===== src/rtl/sbfr_pkg.sv =====
// Package for the SBUS frame receiver: shared constants, status codes and
// the frame descriptor type that goes from the front end to the back end.
// Depends on nothing; every other file of the block imports it.
`default_nettype none

package sbfr_pkg;

    // Field widths of the byte and result transactions.
    localparam int BYTE_W   = 8;
    localparam int CH_W     = 11;
    localparam int IDX_W    = 4;
    localparam int STAT_W   = 2;
    localparam int POS_W    = 5;

    // Frame layout: start byte, 22 payload bytes, status byte, end byte.
    localparam int PAYLOAD_BYTES = 22;
    localparam int PAYLOAD_BITS  = PAYLOAD_BYTES * BYTE_W;
    localparam int OFF_W         = $clog2(PAYLOAD_BITS);
    localparam int STATUS_POS    = 23;
    localparam int END_POS       = 24;

    localparam logic [BYTE_W-1:0] START_BYTE = 8'h0F;
    localparam logic [BYTE_W-1:0] END_BYTE   = 8'h00;

    // Status byte flags; only these two bits may be set in a good frame.
    localparam int LOST_BIT     = 2;
    localparam int FAILSAFE_BIT = 3;
    localparam logic [BYTE_W-1:0] STATUS_FLAG_MASK =
        BYTE_W'((1 << LOST_BIT) | (1 << FAILSAFE_BIT));

    // Channel count bounds.
    localparam int CHANNELS_DEFAULT = 16;
    localparam int CHANNELS_MIN     = 8;
    localparam int CHANNELS_MAX     = 16;

    // Depth of the descriptor queue between front and back end.
    localparam int QUEUE_DEPTH = 2;
    localparam int QPTR_W      = (QUEUE_DEPTH > 1) ? $clog2(QUEUE_DEPTH) : 1;
    localparam int QCNT_W      = $clog2(QUEUE_DEPTH + 1);

    // Input action codes.
    localparam logic ACT_BYTE = 1'b0;
    localparam logic ACT_IDLE = 1'b1;

    // Signal status codes reported with each channel.
    localparam logic [STAT_W-1:0] STAT_OK       = 2'd0;
    localparam logic [STAT_W-1:0] STAT_LOST     = 2'd1;
    localparam logic [STAT_W-1:0] STAT_FAILSAFE = 2'd2;

    // One completed frame, as the back end needs it.
    typedef struct packed {
        logic [PAYLOAD_BITS-1:0] payload;   // bytes 1..22, byte 1 in the low bits
        logic [STAT_W-1:0]       status;
        logic                    error;
        logic [IDX_W-1:0]        last_idx;
    } sbfr_frame_t;

endpackage

`default_nettype wire


===== src/rtl/sbfr_if.sv =====
// Handshake interfaces of the SBUS frame receiver: the byte input channel
// and the decoded result channel. Depends on sbfr_pkg for field widths.
`default_nettype none

interface sbfr_in_if;
    import sbfr_pkg::*;

    logic              valid;
    logic              ready;
    logic              action;
    logic [BYTE_W-1:0] rx_byte;

    modport source (output valid, output action, output rx_byte, input ready);
    modport sink   (input valid, input action, input rx_byte, output ready);
endinterface

interface sbfr_out_if;
    import sbfr_pkg::*;

    logic              valid;
    logic              ready;
    logic [IDX_W-1:0]  channel_index;
    logic [CH_W-1:0]   channel_value;
    logic [STAT_W-1:0] signal_status;
    logic              frame_error;
    logic              last;

    modport source (output valid, output channel_index, output channel_value,
                    output signal_status, output frame_error, output last,
                    input ready);
    modport sink   (input valid, input channel_index, input channel_value,
                    input signal_status, input frame_error, input last,
                    output ready);
endinterface

`default_nettype wire


===== src/rtl/sbfr_front.sv =====
// Front end of the SBUS frame receiver: hunts for the start byte, collects
// the frame and pushes one descriptor per completed frame.
// Depends on sbfr_pkg and sbfr_in_if.
`default_nettype none

module sbfr_front #(
    parameter int CHANNELS_PER_FRAME = sbfr_pkg::CHANNELS_DEFAULT
) (
    input  wire logic                clk,
    input  wire logic                rst_n,
    sbfr_in_if.sink                  rx_in,
    input  wire logic                cfg_we,
    input  wire logic                cfg_wdata,
    output      logic                q_push,
    output      sbfr_pkg::sbfr_frame_t q_data,
    input  wire logic                q_ready
);
    import sbfr_pkg::*;

    // The channel count is held to the supported range.
    localparam int CH_COUNT = (CHANNELS_PER_FRAME > CHANNELS_MAX) ? CHANNELS_MAX
                            : (CHANNELS_PER_FRAME < CHANNELS_MIN) ? CHANNELS_MIN
                            : CHANNELS_PER_FRAME;

    logic                    collecting_reg, collecting_next;
    logic [POS_W-1:0]        pos_reg, pos_next;
    logic [PAYLOAD_BITS-1:0] payload_reg, payload_next;
    logic [BYTE_W-1:0]       status_reg, status_next;
    logic                    decode_all_reg;
    logic                    accept;
    logic                    at_end;
    logic [POS_W-1:0]        pos_inc;

    // The end byte needs a free queue slot; every other byte is always taken.
    assign at_end      = collecting_reg && (pos_reg == POS_W'(STATUS_POS));
    assign rx_in.ready = !at_end || q_ready;
    assign accept      = rx_in.valid && rx_in.ready;
    assign pos_inc     = pos_reg + POS_W'(1);

    // Channel-count register.
    always_ff @(posedge clk or negedge rst_n)
    begin
        if (!rst_n)
        begin
            decode_all_reg <= 1'b1;
        end
        else if (cfg_we)
        begin
            decode_all_reg <= cfg_wdata;
        end
    end

    // Frame collection.
    always_comb
    begin
        collecting_next = collecting_reg;
        pos_next        = pos_reg;
        payload_next    = payload_reg;
        status_next     = status_reg;
        q_push          = 1'b0;
        if (accept)
        begin
            if (rx_in.action == ACT_IDLE)
            begin
                collecting_next = 1'b0;
                pos_next        = '0;
            end
            else if (!collecting_reg)
            begin
                if (rx_in.rx_byte == START_BYTE)
                begin
                    collecting_next = 1'b1;
                    pos_next        = '0;
                end
            end
            else
            begin
                pos_next = pos_inc;
                if (pos_inc <= POS_W'(PAYLOAD_BYTES))
                begin
                    // Shift the payload down so byte 1 ends in the low bits.
                    payload_next = {rx_in.rx_byte, payload_reg[PAYLOAD_BITS-1:BYTE_W]};
                end
                else if (pos_inc == POS_W'(STATUS_POS))
                begin
                    status_next = rx_in.rx_byte;
                end
                else
                begin
                    q_push          = 1'b1;
                    collecting_next = 1'b0;
                    pos_next        = '0;
                end
            end
        end
    end

    // Descriptor of the completed frame.
    always_comb
    begin
        q_data.payload = payload_reg;
        q_data.error   = (rx_in.rx_byte != END_BYTE)
                      || ((status_reg & ~STATUS_FLAG_MASK) != '0);
        if (status_reg[FAILSAFE_BIT])
        begin
            q_data.status = STAT_FAILSAFE;
        end
        else if (status_reg[LOST_BIT])
        begin
            q_data.status = STAT_LOST;
        end
        else
        begin
            q_data.status = STAT_OK;
        end
        q_data.last_idx = decode_all_reg ? IDX_W'(CH_COUNT - 1)
                                         : IDX_W'(CHANNELS_MIN - 1);
    end

    // Control state.
    always_ff @(posedge clk or negedge rst_n)
    begin
        if (!rst_n)
        begin
            collecting_reg <= 1'b0;
            pos_reg        <= '0;
        end
        else
        begin
            collecting_reg <= collecting_next;
            pos_reg        <= pos_next;
        end
    end

    // Frame bytes, no reset needed.
    always_ff @(posedge clk)
    begin
        payload_reg <= payload_next;
        status_reg  <= status_next;
    end

`ifndef SYNTHESIS
    a_hunt_pos_zero: assert property (@(posedge clk) disable iff (!rst_n)
        !collecting_reg |-> pos_reg == '0)
        else $error("byte position not cleared while hunting");
    a_pos_range: assert property (@(posedge clk) disable iff (!rst_n)
        pos_reg <= POS_W'(STATUS_POS))
        else $error("byte position beyond status byte");
    a_push_room: assert property (@(posedge clk) disable iff (!rst_n)
        q_push |-> q_ready)
        else $error("descriptor pushed into full queue");
`endif

endmodule

`default_nettype wire


===== src/rtl/sbfr_queue.sv =====
// Short descriptor queue between the front and back ends of the SBUS
// frame receiver. Depends on sbfr_pkg.
`default_nettype none

module sbfr_queue (
    input  wire logic                  clk,
    input  wire logic                  rst_n,
    input  wire logic                  push,
    input  wire sbfr_pkg::sbfr_frame_t push_data,
    output      logic                  push_ready,
    input  wire logic                  pop,
    output      sbfr_pkg::sbfr_frame_t head,
    output      logic                  head_valid
);
    import sbfr_pkg::*;

    sbfr_frame_t       entry_reg [QUEUE_DEPTH];
    logic [QPTR_W-1:0] wr_ptr_reg, wr_ptr_next;
    logic [QPTR_W-1:0] rd_ptr_reg, rd_ptr_next;
    logic [QCNT_W-1:0] cnt_reg, cnt_next;
    logic              do_push, do_pop;

    assign push_ready = (cnt_reg != QCNT_W'(QUEUE_DEPTH));
    assign head_valid = (cnt_reg != '0);
    assign head       = entry_reg[rd_ptr_reg];
    assign do_push    = push && push_ready;
    assign do_pop     = pop && head_valid;

    // Pointer and fill-count update.
    always_comb
    begin
        wr_ptr_next = wr_ptr_reg;
        rd_ptr_next = rd_ptr_reg;
        cnt_next    = cnt_reg;
        if (do_push)
        begin
            wr_ptr_next = (wr_ptr_reg == QPTR_W'(QUEUE_DEPTH - 1)) ? '0
                        : wr_ptr_reg + QPTR_W'(1);
        end
        if (do_pop)
        begin
            rd_ptr_next = (rd_ptr_reg == QPTR_W'(QUEUE_DEPTH - 1)) ? '0
                        : rd_ptr_reg + QPTR_W'(1);
        end
        if (do_push && !do_pop)
        begin
            cnt_next = cnt_reg + QCNT_W'(1);
        end
        else if (do_pop && !do_push)
        begin
            cnt_next = cnt_reg - QCNT_W'(1);
        end
    end

    always_ff @(posedge clk or negedge rst_n)
    begin
        if (!rst_n)
        begin
            wr_ptr_reg <= '0;
            rd_ptr_reg <= '0;
            cnt_reg    <= '0;
        end
        else
        begin
            wr_ptr_reg <= wr_ptr_next;
            rd_ptr_reg <= rd_ptr_next;
            cnt_reg    <= cnt_next;
        end
    end

    // Entry storage, written at the tail.
    always_ff @(posedge clk)
    begin
        if (do_push)
        begin
            entry_reg[wr_ptr_reg] <= push_data;
        end
    end

endmodule

`default_nettype wire


===== src/rtl/sbfr_back.sv =====
// SBUS receiver back end: unpacks one channel per cycle, unless stalled, from
// the queued frame into the result register. Depends on sbfr_pkg, sbfr_out_if.
`default_nettype none

module sbfr_back (
    input  wire logic                  clk,
    input  wire logic                  rst_n,
    input  wire sbfr_pkg::sbfr_frame_t head,
    input  wire logic                  head_valid,
    output      logic                  pop,
    sbfr_out_if.source                 res_out
);
    import sbfr_pkg::*;

    logic [IDX_W-1:0]  ch_reg, ch_next;
    logic              ov_reg, ov_next;
    logic [IDX_W-1:0]  idx_reg;
    logic [CH_W-1:0]   value_reg;
    logic [STAT_W-1:0] status_reg;
    logic              error_reg;
    logic              last_reg;
    logic              load;
    logic              is_last;
    logic [OFF_W-1:0]  bit_off;
    logic [CH_W-1:0]   ch_value;

    // With a frame queued, a result loads if the output reg is free or drains.
    assign load     = head_valid && (!ov_reg || res_out.ready);
    assign is_last  = head.error || (ch_reg == head.last_idx);
    assign pop      = load && is_last;
    assign bit_off  = OFF_W'(CH_W * ch_reg);
    assign ch_value = head.payload[bit_off +: CH_W];

    // Channel counter and output valid.
    always_comb
    begin
        ch_next = ch_reg;
        ov_next = ov_reg;
        if (load)
        begin
            ov_next = 1'b1;
            ch_next = is_last ? '0 : ch_reg + IDX_W'(1);
        end
        else if (res_out.ready)
        begin
            ov_next = 1'b0;
        end
    end

    always_ff @(posedge clk or negedge rst_n)
    begin
        if (!rst_n)
        begin
            ch_reg <= '0;
            ov_reg <= 1'b0;
        end
        else
        begin
            ch_reg <= ch_next;
            ov_reg <= ov_next;
        end
    end

    // Result payload register; an error result carries zero fields.
    always_ff @(posedge clk)
    begin
        if (load)
        begin
            idx_reg    <= head.error ? '0 : ch_reg;
            value_reg  <= head.error ? '0 : ch_value;
            status_reg <= head.error ? STAT_OK : head.status;
            error_reg  <= head.error;
            last_reg   <= is_last;
        end
    end

    assign res_out.valid         = ov_reg;
    assign res_out.channel_index = idx_reg;
    assign res_out.channel_value = value_reg;
    assign res_out.signal_status = status_reg;
    assign res_out.frame_error   = error_reg;
    assign res_out.last          = last_reg;

`ifndef SYNTHESIS
    a_ch_bound: assert property (@(posedge clk) disable iff (!rst_n)
        head_valid |-> ch_reg <= head.last_idx)
        else $error("channel counter beyond last channel of frame");
    a_ch_idle: assert property (@(posedge clk) disable iff (!rst_n)
        !head_valid |-> ch_reg == '0)
        else $error("channel counter not cleared with empty queue");
    a_err_last: assert property (@(posedge clk) disable iff (!rst_n)
        (res_out.valid && res_out.frame_error) |-> res_out.last)
        else $error("error result not marked last");
`endif

endmodule

`default_nettype wire


===== src/rtl/sbus_frame_receiver.sv =====
// SBUS frame receiver: one received byte or idle event per cycle in, decoded channels out.
// A frame enters the queue with its end byte; its results leave via the result register.
// Throughput: one byte per cycle in; the end byte of a frame waits only while both queue
// slots are full. The back end unpacks one channel per cycle unless the result output
// stalls, from a 2-deep frame queue: 8 or up to 16 results per good frame.
// Reset (rst_n, asynchronous, active low): hunting, empty queue, all channels enabled.
// Top level; depends on sbfr_pkg, sbfr_if, sbfr_front, sbfr_queue and sbfr_back.
`default_nettype none

module sbus_frame_receiver #(
    parameter int CHANNELS_PER_FRAME = sbfr_pkg::CHANNELS_DEFAULT
) (
    input  wire logic clk,
    input  wire logic rst_n,
    sbfr_in_if.sink   rx_in,
    sbfr_out_if.source res_out,
    input  wire logic cfg_we,
    input  wire logic cfg_wdata
);
    import sbfr_pkg::*;

    logic        q_push;
    logic        q_ready;
    logic        q_pop;
    logic        q_valid;
    sbfr_frame_t q_data;
    sbfr_frame_t q_head;

    // Byte collection and frame checking.
    sbfr_front #(
        .CHANNELS_PER_FRAME (CHANNELS_PER_FRAME)
    ) u_front (
        .clk       (clk),
        .rst_n     (rst_n),
        .rx_in     (rx_in),
        .cfg_we    (cfg_we),
        .cfg_wdata (cfg_wdata),
        .q_push    (q_push),
        .q_data    (q_data),
        .q_ready   (q_ready)
    );

    // Completed frames waiting for the back end.
    sbfr_queue u_queue (
        .clk        (clk),
        .rst_n      (rst_n),
        .push       (q_push),
        .push_data  (q_data),
        .push_ready (q_ready),
        .pop        (q_pop),
        .head       (q_head),
        .head_valid (q_valid)
    );

    // Channel unpacking and result output.
    sbfr_back u_back (
        .clk        (clk),
        .rst_n      (rst_n),
        .head       (q_head),
        .head_valid (q_valid),
        .pop        (q_pop),
        .res_out    (res_out)
    );

endmodule

`default_nettype wire


===== src/flat_wrapper.sv =====
// flat-port wrapper written by rule: the top's interface ports become plain ports
module sbus_frame_receiver_flat import sbfr_pkg::*;
#(
    parameter int CHANNELS_PER_FRAME = sbfr_pkg::CHANNELS_DEFAULT
)
  (clk, rst_n, cfg_we, cfg_wdata, rx_in_valid, rx_in_action, rx_in_rx_byte, rx_in_ready, res_out_valid, res_out_channel_index, res_out_channel_value, res_out_signal_status, res_out_frame_error, res_out_last, res_out_ready);
  sbfr_in_if rx_in_i ();
  sbfr_out_if res_out_i ();
  input  wire logic clk;
  input  wire logic rst_n;
  input  wire logic cfg_we;
  input  wire logic cfg_wdata;
  input wire logic [$bits(rx_in_i.valid)-1:0] rx_in_valid;
  input wire logic [$bits(rx_in_i.action)-1:0] rx_in_action;
  input wire logic [$bits(rx_in_i.rx_byte)-1:0] rx_in_rx_byte;
  output wire logic [$bits(rx_in_i.ready)-1:0] rx_in_ready;
  output wire logic [$bits(res_out_i.valid)-1:0] res_out_valid;
  output wire logic [$bits(res_out_i.channel_index)-1:0] res_out_channel_index;
  output wire logic [$bits(res_out_i.channel_value)-1:0] res_out_channel_value;
  output wire logic [$bits(res_out_i.signal_status)-1:0] res_out_signal_status;
  output wire logic [$bits(res_out_i.frame_error)-1:0] res_out_frame_error;
  output wire logic [$bits(res_out_i.last)-1:0] res_out_last;
  input wire logic [$bits(res_out_i.ready)-1:0] res_out_ready;
  assign rx_in_i.valid = rx_in_valid;
  assign rx_in_i.action = rx_in_action;
  assign rx_in_i.rx_byte = rx_in_rx_byte;
  assign rx_in_ready = rx_in_i.ready;
  assign res_out_valid = res_out_i.valid;
  assign res_out_channel_index = res_out_i.channel_index;
  assign res_out_channel_value = res_out_i.channel_value;
  assign res_out_signal_status = res_out_i.signal_status;
  assign res_out_frame_error = res_out_i.frame_error;
  assign res_out_last = res_out_i.last;
  assign res_out_i.ready = res_out_ready;
  sbus_frame_receiver #(.CHANNELS_PER_FRAME(CHANNELS_PER_FRAME)) u_core (.clk(clk), .rst_n(rst_n), .rx_in(rx_in_i), .res_out(res_out_i), .cfg_we(cfg_we), .cfg_wdata(cfg_wdata));
endmodule

===== config.mk =====
export PLATFORM = sky130hd
export DESIGN_NAME = sbus_frame_receiver_flat
export DESIGN_NICKNAME = d
export VERILOG_FILES = /design/src/rtl/sbfr_pkg.sv /design/src/rtl/sbfr_if.sv /design/src/rtl/sbfr_front.sv /design/src/rtl/sbfr_queue.sv /design/src/rtl/sbfr_back.sv /design/src/rtl/sbus_frame_receiver.sv /design/src/flat_wrapper.sv
export SDC_FILE = /design/constraint.sdc
export NUM_CORES = 1
export LEC_CHECK = 0
export BUFFER_PORTS_ARGS = -buffer_cell sky130_fd_sc_hd__clkbuf_2
export CAP_MARGIN = 20
export CORE_ASPECT_RATIO = 0.75
export CORE_MARGIN = 5
export CORE_UTILIZATION = 55
export CTS_BUF_LIST = sky130_fd_sc_hd__clkbuf_2
export DETAILED_ROUTE_END_ITERATION = 8
export GPL_ROUTABILITY_DRIVEN = 0
export GPL_TIMING_DRIVEN = 0
export PLACE_DENSITY_LB_ADDON = 0.12
export SLEW_MARGIN = 20
export SYNTH_ARGS = -nofsm -noshare
export SYNTH_HDL_FRONTEND = slang
export SYNTH_HIERARCHICAL = 1
export SYNTH_SLANG_ARGS = --single-unit

===== constraint.sdc =====
create_clock -name clk -period 9.1 [get_ports clk]
set_input_delay 0.455 -clock clk [delete_from_list [all_inputs] [get_ports clk]]
set_output_delay 0.455 -clock clk [all_outputs]
set_load 0.02 [all_outputs]

# After elaboration in Yosys (flattened, before gate mapping)
# Memories as Yosys holds them, arrays and structs flattened.
# Index checks and enable logic that the tools add are counted.
dict set report totals {
  memories 1
  regBits 219
  ram_bits 366
  output_inout_bits 21
  elab_cells 84
  inputBits 15
}
dict set report op_classes {
  n_eq_ne 5
  n_bitwise 2
  n_lt_le_gt_ge 1
  shift 1
  mux 27
  n_addsub 6
  reduce_logical 25
  mul 1
}
# name words width rd rd_clocked_by_memory_dff wr line
set mem_list {}
lappend mem_list {u_core.u_queue.entry_reg 2 183 1 0 1 sbfr_queue.sv:17} ;# sbfr_frame_t entry_reg [QUEUE_DEPTH];
# operator count
set op_table {}
lappend op_table {{176-bit by 9-bit indexed part select with 11-bit output} 1}
lappend op_table {{5-bit 2-to-1 mux} 5}
lappend op_table {{1-bit 2-to-1 mux} 17}
lappend op_table {{8-bit nonzero test} 2}
lappend op_table {{5-bit == test, second input constant} 2}
lappend op_table {{8-bit by 4-bit == test with 1-bit output, second input constant} 1}
lappend op_table {{1-bit logical AND} 8}
lappend op_table {{4-bit by 4-bit multiplier with 8-bit output, first input constant} 1}
lappend op_table {{4-bit 2-to-1 mux} 2}
lappend op_table {{2-bit 2-to-1 mux} 3}
lappend op_table {{2-bit nonzero test} 3}
lappend op_table {{5-bit by 1-bit adder with 5-bit output, second input constant} 1}
lappend op_table {{5-bit <= comparator, second input constant} 1}
lappend op_table {{5-bit AND reduction} 1}
lappend op_table {{4-bit by 1-bit adder with 4-bit output, second input constant} 1}
lappend op_table {{4-bit == test} 1}
lappend op_table {{1-bit zero test} 4}
lappend op_table {{1-bit logical OR} 4}
lappend op_table {{4-bit AND reduction} 1}
lappend op_table {{3-bit nonzero test} 1}
lappend op_table {{1-bit adder, second input constant} 2}
lappend op_table {{2-bit by 1-bit adder with 2-bit output, second input constant} 1}
lappend op_table {{2-bit != test, second input constant} 1}
lappend op_table {{1-bit NOT} 2}
lappend op_table {{2 further kinds} 2}

# Longest topological paths before layout
dict set report depth {
  depth_word 12
  depth_mapped 14
  depth_no_buf 14
}

# Hierarchy
# Netlist, hierarchy kept.
# module area_each_um2 cells_per_inst n_inst seq_area_each_um2
set modules_own_cells {}
lappend modules_own_cells {sbfr_queue 13412.9 587 1 11090.6}
lappend modules_own_cells {sbfr_front 6179.7 262 1 5701.7}
lappend modules_own_cells {sbfr_back 2367.3 199 1 695.7}

# Least setup slack after synthesis
# Ideal clock, no wire load.
dict set report synth_path {
  kind {reg2reg}
  startpoint {register u_core.u_front.pos_reg[0]}
  endpoint {memory u_core/u_queue/entry_reg[0][0] (netlist bit), enable pin}
  arrival_time_ns 9.490
  path_buffers 0
  path_stages_with_launch 9
  setup_time_ns 0.728
  slack_ns -1.118
  t_required_ns 8.372
  period_less_slack_ns 10.218
  path_cell_list {dfrtp_1 -> ha_1 -> and4b_1 -> nand3_1 -> nand2_1 -> nor3b_2 -> and3_1 -> nand2_1 -> nor2_1}
}
dict set report synth_via {
  elab_cells_between_ends 16
  classes_between {add/sub (1); order compare (1); eq/ne (2); mux (7); reduce/logical (5)}
}
# item line
set synth_rtl {}
lappend synth_rtl {{start: declaration} sbfr_front.sv:26} ;# logic [POS_W-1:0] pos_reg, pos_next;
lappend synth_rtl {{start signal: assignment} sbfr_front.sv:131} ;# pos_reg <= pos_next;
lappend synth_rtl {{5-bit == test} sbfr_front.sv:35} ;# assign at_end = collecting_reg && (pos_reg == POS_W'(STATUS_POS));
lappend synth_rtl {{1-bit logical AND} sbfr_front.sv:35}
lappend synth_rtl {{1-bit zero test} sbfr_front.sv:36} ;# assign rx_in.ready = !at_end || q_ready;
lappend synth_rtl {{1-bit logical OR} sbfr_front.sv:36}
lappend synth_rtl {{named net rx_in_ready} flat_wrapper.sv:16} ;# output wire logic [$bits(rx_in_i.ready)-1:0] rx_in_ready;
lappend synth_rtl {{1-bit logical AND} sbfr_front.sv:37} ;# assign accept = rx_in.valid && rx_in.ready;
lappend synth_rtl {{1-bit 2-to-1 mux} sbfr_front.sv:61} ;# if (accept)
lappend synth_rtl {{named net u_core.q_push} sbus_frame_receiver.sv:22} ;# logic q_push;
lappend synth_rtl {{1-bit logical AND} sbfr_queue.sv:26} ;# assign do_push = push && push_ready;
lappend synth_rtl {{1-bit 2-to-1 mux} sbfr_queue.sv:74} ;# if (do_push)
lappend synth_rtl {{1-bit 2-to-1 mux (not written as such)} sbfr_queue.sv:76} ;# entry_reg[wr_ptr_reg] <= push_data;
lappend synth_rtl {{end: declaration} sbfr_queue.sv:17}
# The timed path passes the listed nets, and every way through them passes these cells.

# Worst setup path in the final report
dict set report layout_path {
  startpoint {register u_core.u_front.pos_reg[0]}
  endpoint {memory u_core/u_queue/entry_reg[0][115] (netlist bit), enable pin}
}
dict set report layout_via {
  elab_chain_cells 10
  elab_cells_between_ends 16
  classes_between {add/sub (1); order compare (1); eq/ne (2); mux (7); reduce/logical (5)}
}
# item line
set layout_lines {}
lappend layout_lines {{parallel branches: the longest is 6 deep, another holds 5-bit by 1-bit adder with 5-bit output} --}
lappend layout_lines {{1-bit 2-to-1 mux *} sbfr_front.sv:61}
lappend layout_lines {{named net u_core.q_push} sbus_frame_receiver.sv:22}
lappend layout_lines {{1-bit logical AND *} sbfr_queue.sv:26}
lappend layout_lines {{1-bit 2-to-1 mux *} sbfr_queue.sv:74}
lappend layout_lines {{1-bit 2-to-1 mux (not written as such) *} sbfr_queue.sv:76}
# Mark *: on every way through the listed nets, which the timed path passes.

==> impl_metrics.yaml <==
finish:
  final_cell_area_um2: 24700
  drive_above_1_share: 0.388
  final_cell_mix: "edfxtp_1 (569), clkbuf_2 (227), mux2_2 (184), mux2i_1 (34), nand2_1 (34)"
  n_fill_cell: 2804
  final_nets: 1283
  final_common_cell: "edfxtp_1"
  largest_reg_flops: 366
  area_growth_pct: 12.6
power_and_ir_drop:
  finalPower_mw: 4.68
  leakage_nw: 8.20
  powerDensity_nw_per_um2: 189
  peakVddDrop_mv: 0.130
cts:
  clock_tree.buffer_depth: 3
  post-cts-setup-buffer-count: 0
  cts_made_buffers: 138
  path_clk_slew_ns: 0.11
  clock_insertion_delay_worst_skew_ns: 1.08
  cts.sinks: 585
  cts_root_buffer: "clkbuf_2"
  cts_tree: "done"
  cts_max_level: 4
sta:
  fin_skew_ns: 0.0880
  max_slew_margin: 0.378
  min_period_ns: 3.68
  worstMarginPinSlew_ns: 0.933
  tns_ns: 0
  hold-worst-slack_ns: 0.157
  hold_violations: 0
  fin_crit_sh: 0.405
  setup_viol: 0
  grt_setup_unrepaired: "no"
  drv_slew: 0
  max_freq_mhz: 272
yosys:
  synth_cell_types: 53
  yosysWarnings: 6
  synth_area_um2: 22000
  synth_edf_count: 569
  netlist_instances: 1048
  avgSynthCellArea_um2: 21.0
  ys_ff_latch: 585
  async_flop_share: 0.0274
  synth_flop_cell: "edfxtp_1"
  seq_area_frac_synth: 0.796
floorplanning:
  fp.dieH_um: 183
  start_util: 0.556
  placementRows: 63
  pin_count: 36
  core_area_um2: 39500
  dieArea_um2: 44100
  die_x_um: 241
routing:
  antenna_left: 0
  viasPerCell: 5.59
  wl_per_cell_um: 23.3
  wirelength_um: 43700
  drt_iter0_drc: 973
  vias: 10500
  drc: 0
  drt_pass1_iterations: 8
run_status:
  status: "finished, final reports clean"
global_routing:
  grt-busiest-layer: "met1"
  grt_pass1_wl_um: 65900
  use_met3: 0.0657
  antenna_found_initial: 3
  gr-total-overflow: 0
  grtUsageMet2: 0.285
  gr-usage-met1: 0.313
  grt_pass1_vias: 10600
  grt_max_degree: 47
  grt_usage: 0.204
worst_setup_path:
  worst-endpoint-arrival_ns: 4.39
  critPathKind: "flip-flop to flip-flop"
  worstPathMaxFanout: 23
  worstPathRequired_ns: 9.81
  endpoint_kind: "flip-flop"
  worstSetupStartpointType: "flip-flop"
placed_design:
  portBuffers: 35
  placed_area_um2: 23300
  dp_hpwl_um: 28100
worst_hold_path:
  hp-class: "input port to flip-flop"
flow_run:
  maxCapViolCount: 0
## worst paths after layout
kind                                                 startpoint                               end  slack [ns]  depth (start not counted)
worst min-delay path                           rx_in_rx_byte[5]   u_core/u_front/payload_reg[173]        0.16                          2
max in group asynchronous                                 rst_n         u_core/u_front/pos_reg[2]        7.40                          4
worst max-delay path                  u_core/u_front/pos_reg[0]  u_core/u_queue/entry_reg[0][115]        5.42                         11
worst max register to register        u_core/u_front/pos_reg[0]  u_core/u_queue/entry_reg[0][115]        5.42                         11
worst min register to register  u_core/u_front/payload_reg[157]   u_core/u_front/payload_reg[149]        0.43                          0
min in group asynchronous                                 rst_n     u_core/u_front/decode_all_reg        0.43                          3
## timing repair
action	in CTS	in global routing
hold buffers	17	1
endpoints found under the hold margin	61	1
resized for setup	0	0
## per-stage QoR
| step | setup WS (ns) | instances | utilization |
|---|---|---|---|
| final | 5.42 | 1874 | 0.626 |
| after global routing | 5.12 | 1874 | 0.626 |
| after CTS | 5.40 | 1871 | 0.626 |
| after detailed placement | 5.45 | 1625 | 0.589 |
| after global placement | -1.48 | 1605 | 0.577 |
| after floorplan | 1.98 | 1050 | - |
## cells in the mapped netlist, types with 2 or more instances
cell type    n  area (um2)
nand2_1     34         128
mux2_2     184        2070
buf_6       10         113
dfrtp_1     15         375
a22oi_1     10        75.1
ha_1         5        62.6
o211ai_1     6        45.0
nand3_1      9        45.0
nor3b_2      2        25.0
clkbuf_1     4        15.0
nor4_1       3        18.8
o22ai_1      3        18.8
o21ai_1      5        25.0
buf_2        7        35.0
nor2_1      10        37.5
a21oi_1      5        25.0
inv_1       12        45.0
nor2b_1      8        50.1
o21ai_0      8        40.0
mux4_1       2        52.6
o31ai_1      2        15.0
xnor2_1      8        70.1
and3_1       3        18.8
xor2_1       2        17.5
buf_4       20         150
a221oi_1     7        61.3
mux4_2      25         563
mux2i_1     34         340
edfxtp_1   569       17100
buf_8        2        30.0
and2_1       5        31.3
o2111ai_1    4        35.0
nand2b_1     5        31.3
## final cells by class
class	instances	area [um2]	area share
repair buffers	73	816	0.0330
plain buffers	44	363	0.0147
clock inverters	37	312	0.0126
inverters	12	45.0	0.00182
flip-flops and latches	585	17500	0.707
diodes	2	5.00	0.000202
multi-input cells	409	4090	0.165
well taps	520	651	0.0263
clock buffers	192	961	0.0389
## kinds of logic (layout without fill, tap and decap cells)
logic type               count (synthesis)  count (layout)  share of synthesized area
flip-flops                             585             585                      0.796
multiplexers                           246             246                      0.139
AND/OR/NAND/NOR                         86              86                     0.0198
AO/OA/AOI/OAI                           59              59                     0.0197
buffers and inverters                   56             358                     0.0186
XOR/XNOR                                10              10                    0.00399
adder cells (fa/ha/maj)                  5               5                    0.00285
other                                    1               5                   0.000171
## power breakdown
part / internal [mW] / leakage (nW) / switching, mW / total (mW)
Sequential: 2.94 / 5.32 / 0.0123 / 2.95
Combinational: 0.0175 / 1.95 / 0.0201 / 0.0376
Clock: 0.711 / 0.929 / 0.980 / 1.69
Total: 3.67 / 8.20 / 1.01 / 4.68
## critical path, stage by stage (launching register included)
cell	delay, ns
dfrtp_1	0.47
ha_1	0.30
and4b_1	0.22
nand3_1	0.14
nand2_1	0.11
nor3b_2	0.51
and3_1	0.27
nand2_1	0.13
nor2_4	0.50
buf_12	0.27
buf_12	0.21
buf_12	0.20
## routing by layer
layer,vias up,part of all wire
met5,-,0
met4,0,0.016
met3,53,0.074
met2,354,0.44
met1,5377,0.47
li1,4692,-
(Power assumes the default switching activity.)
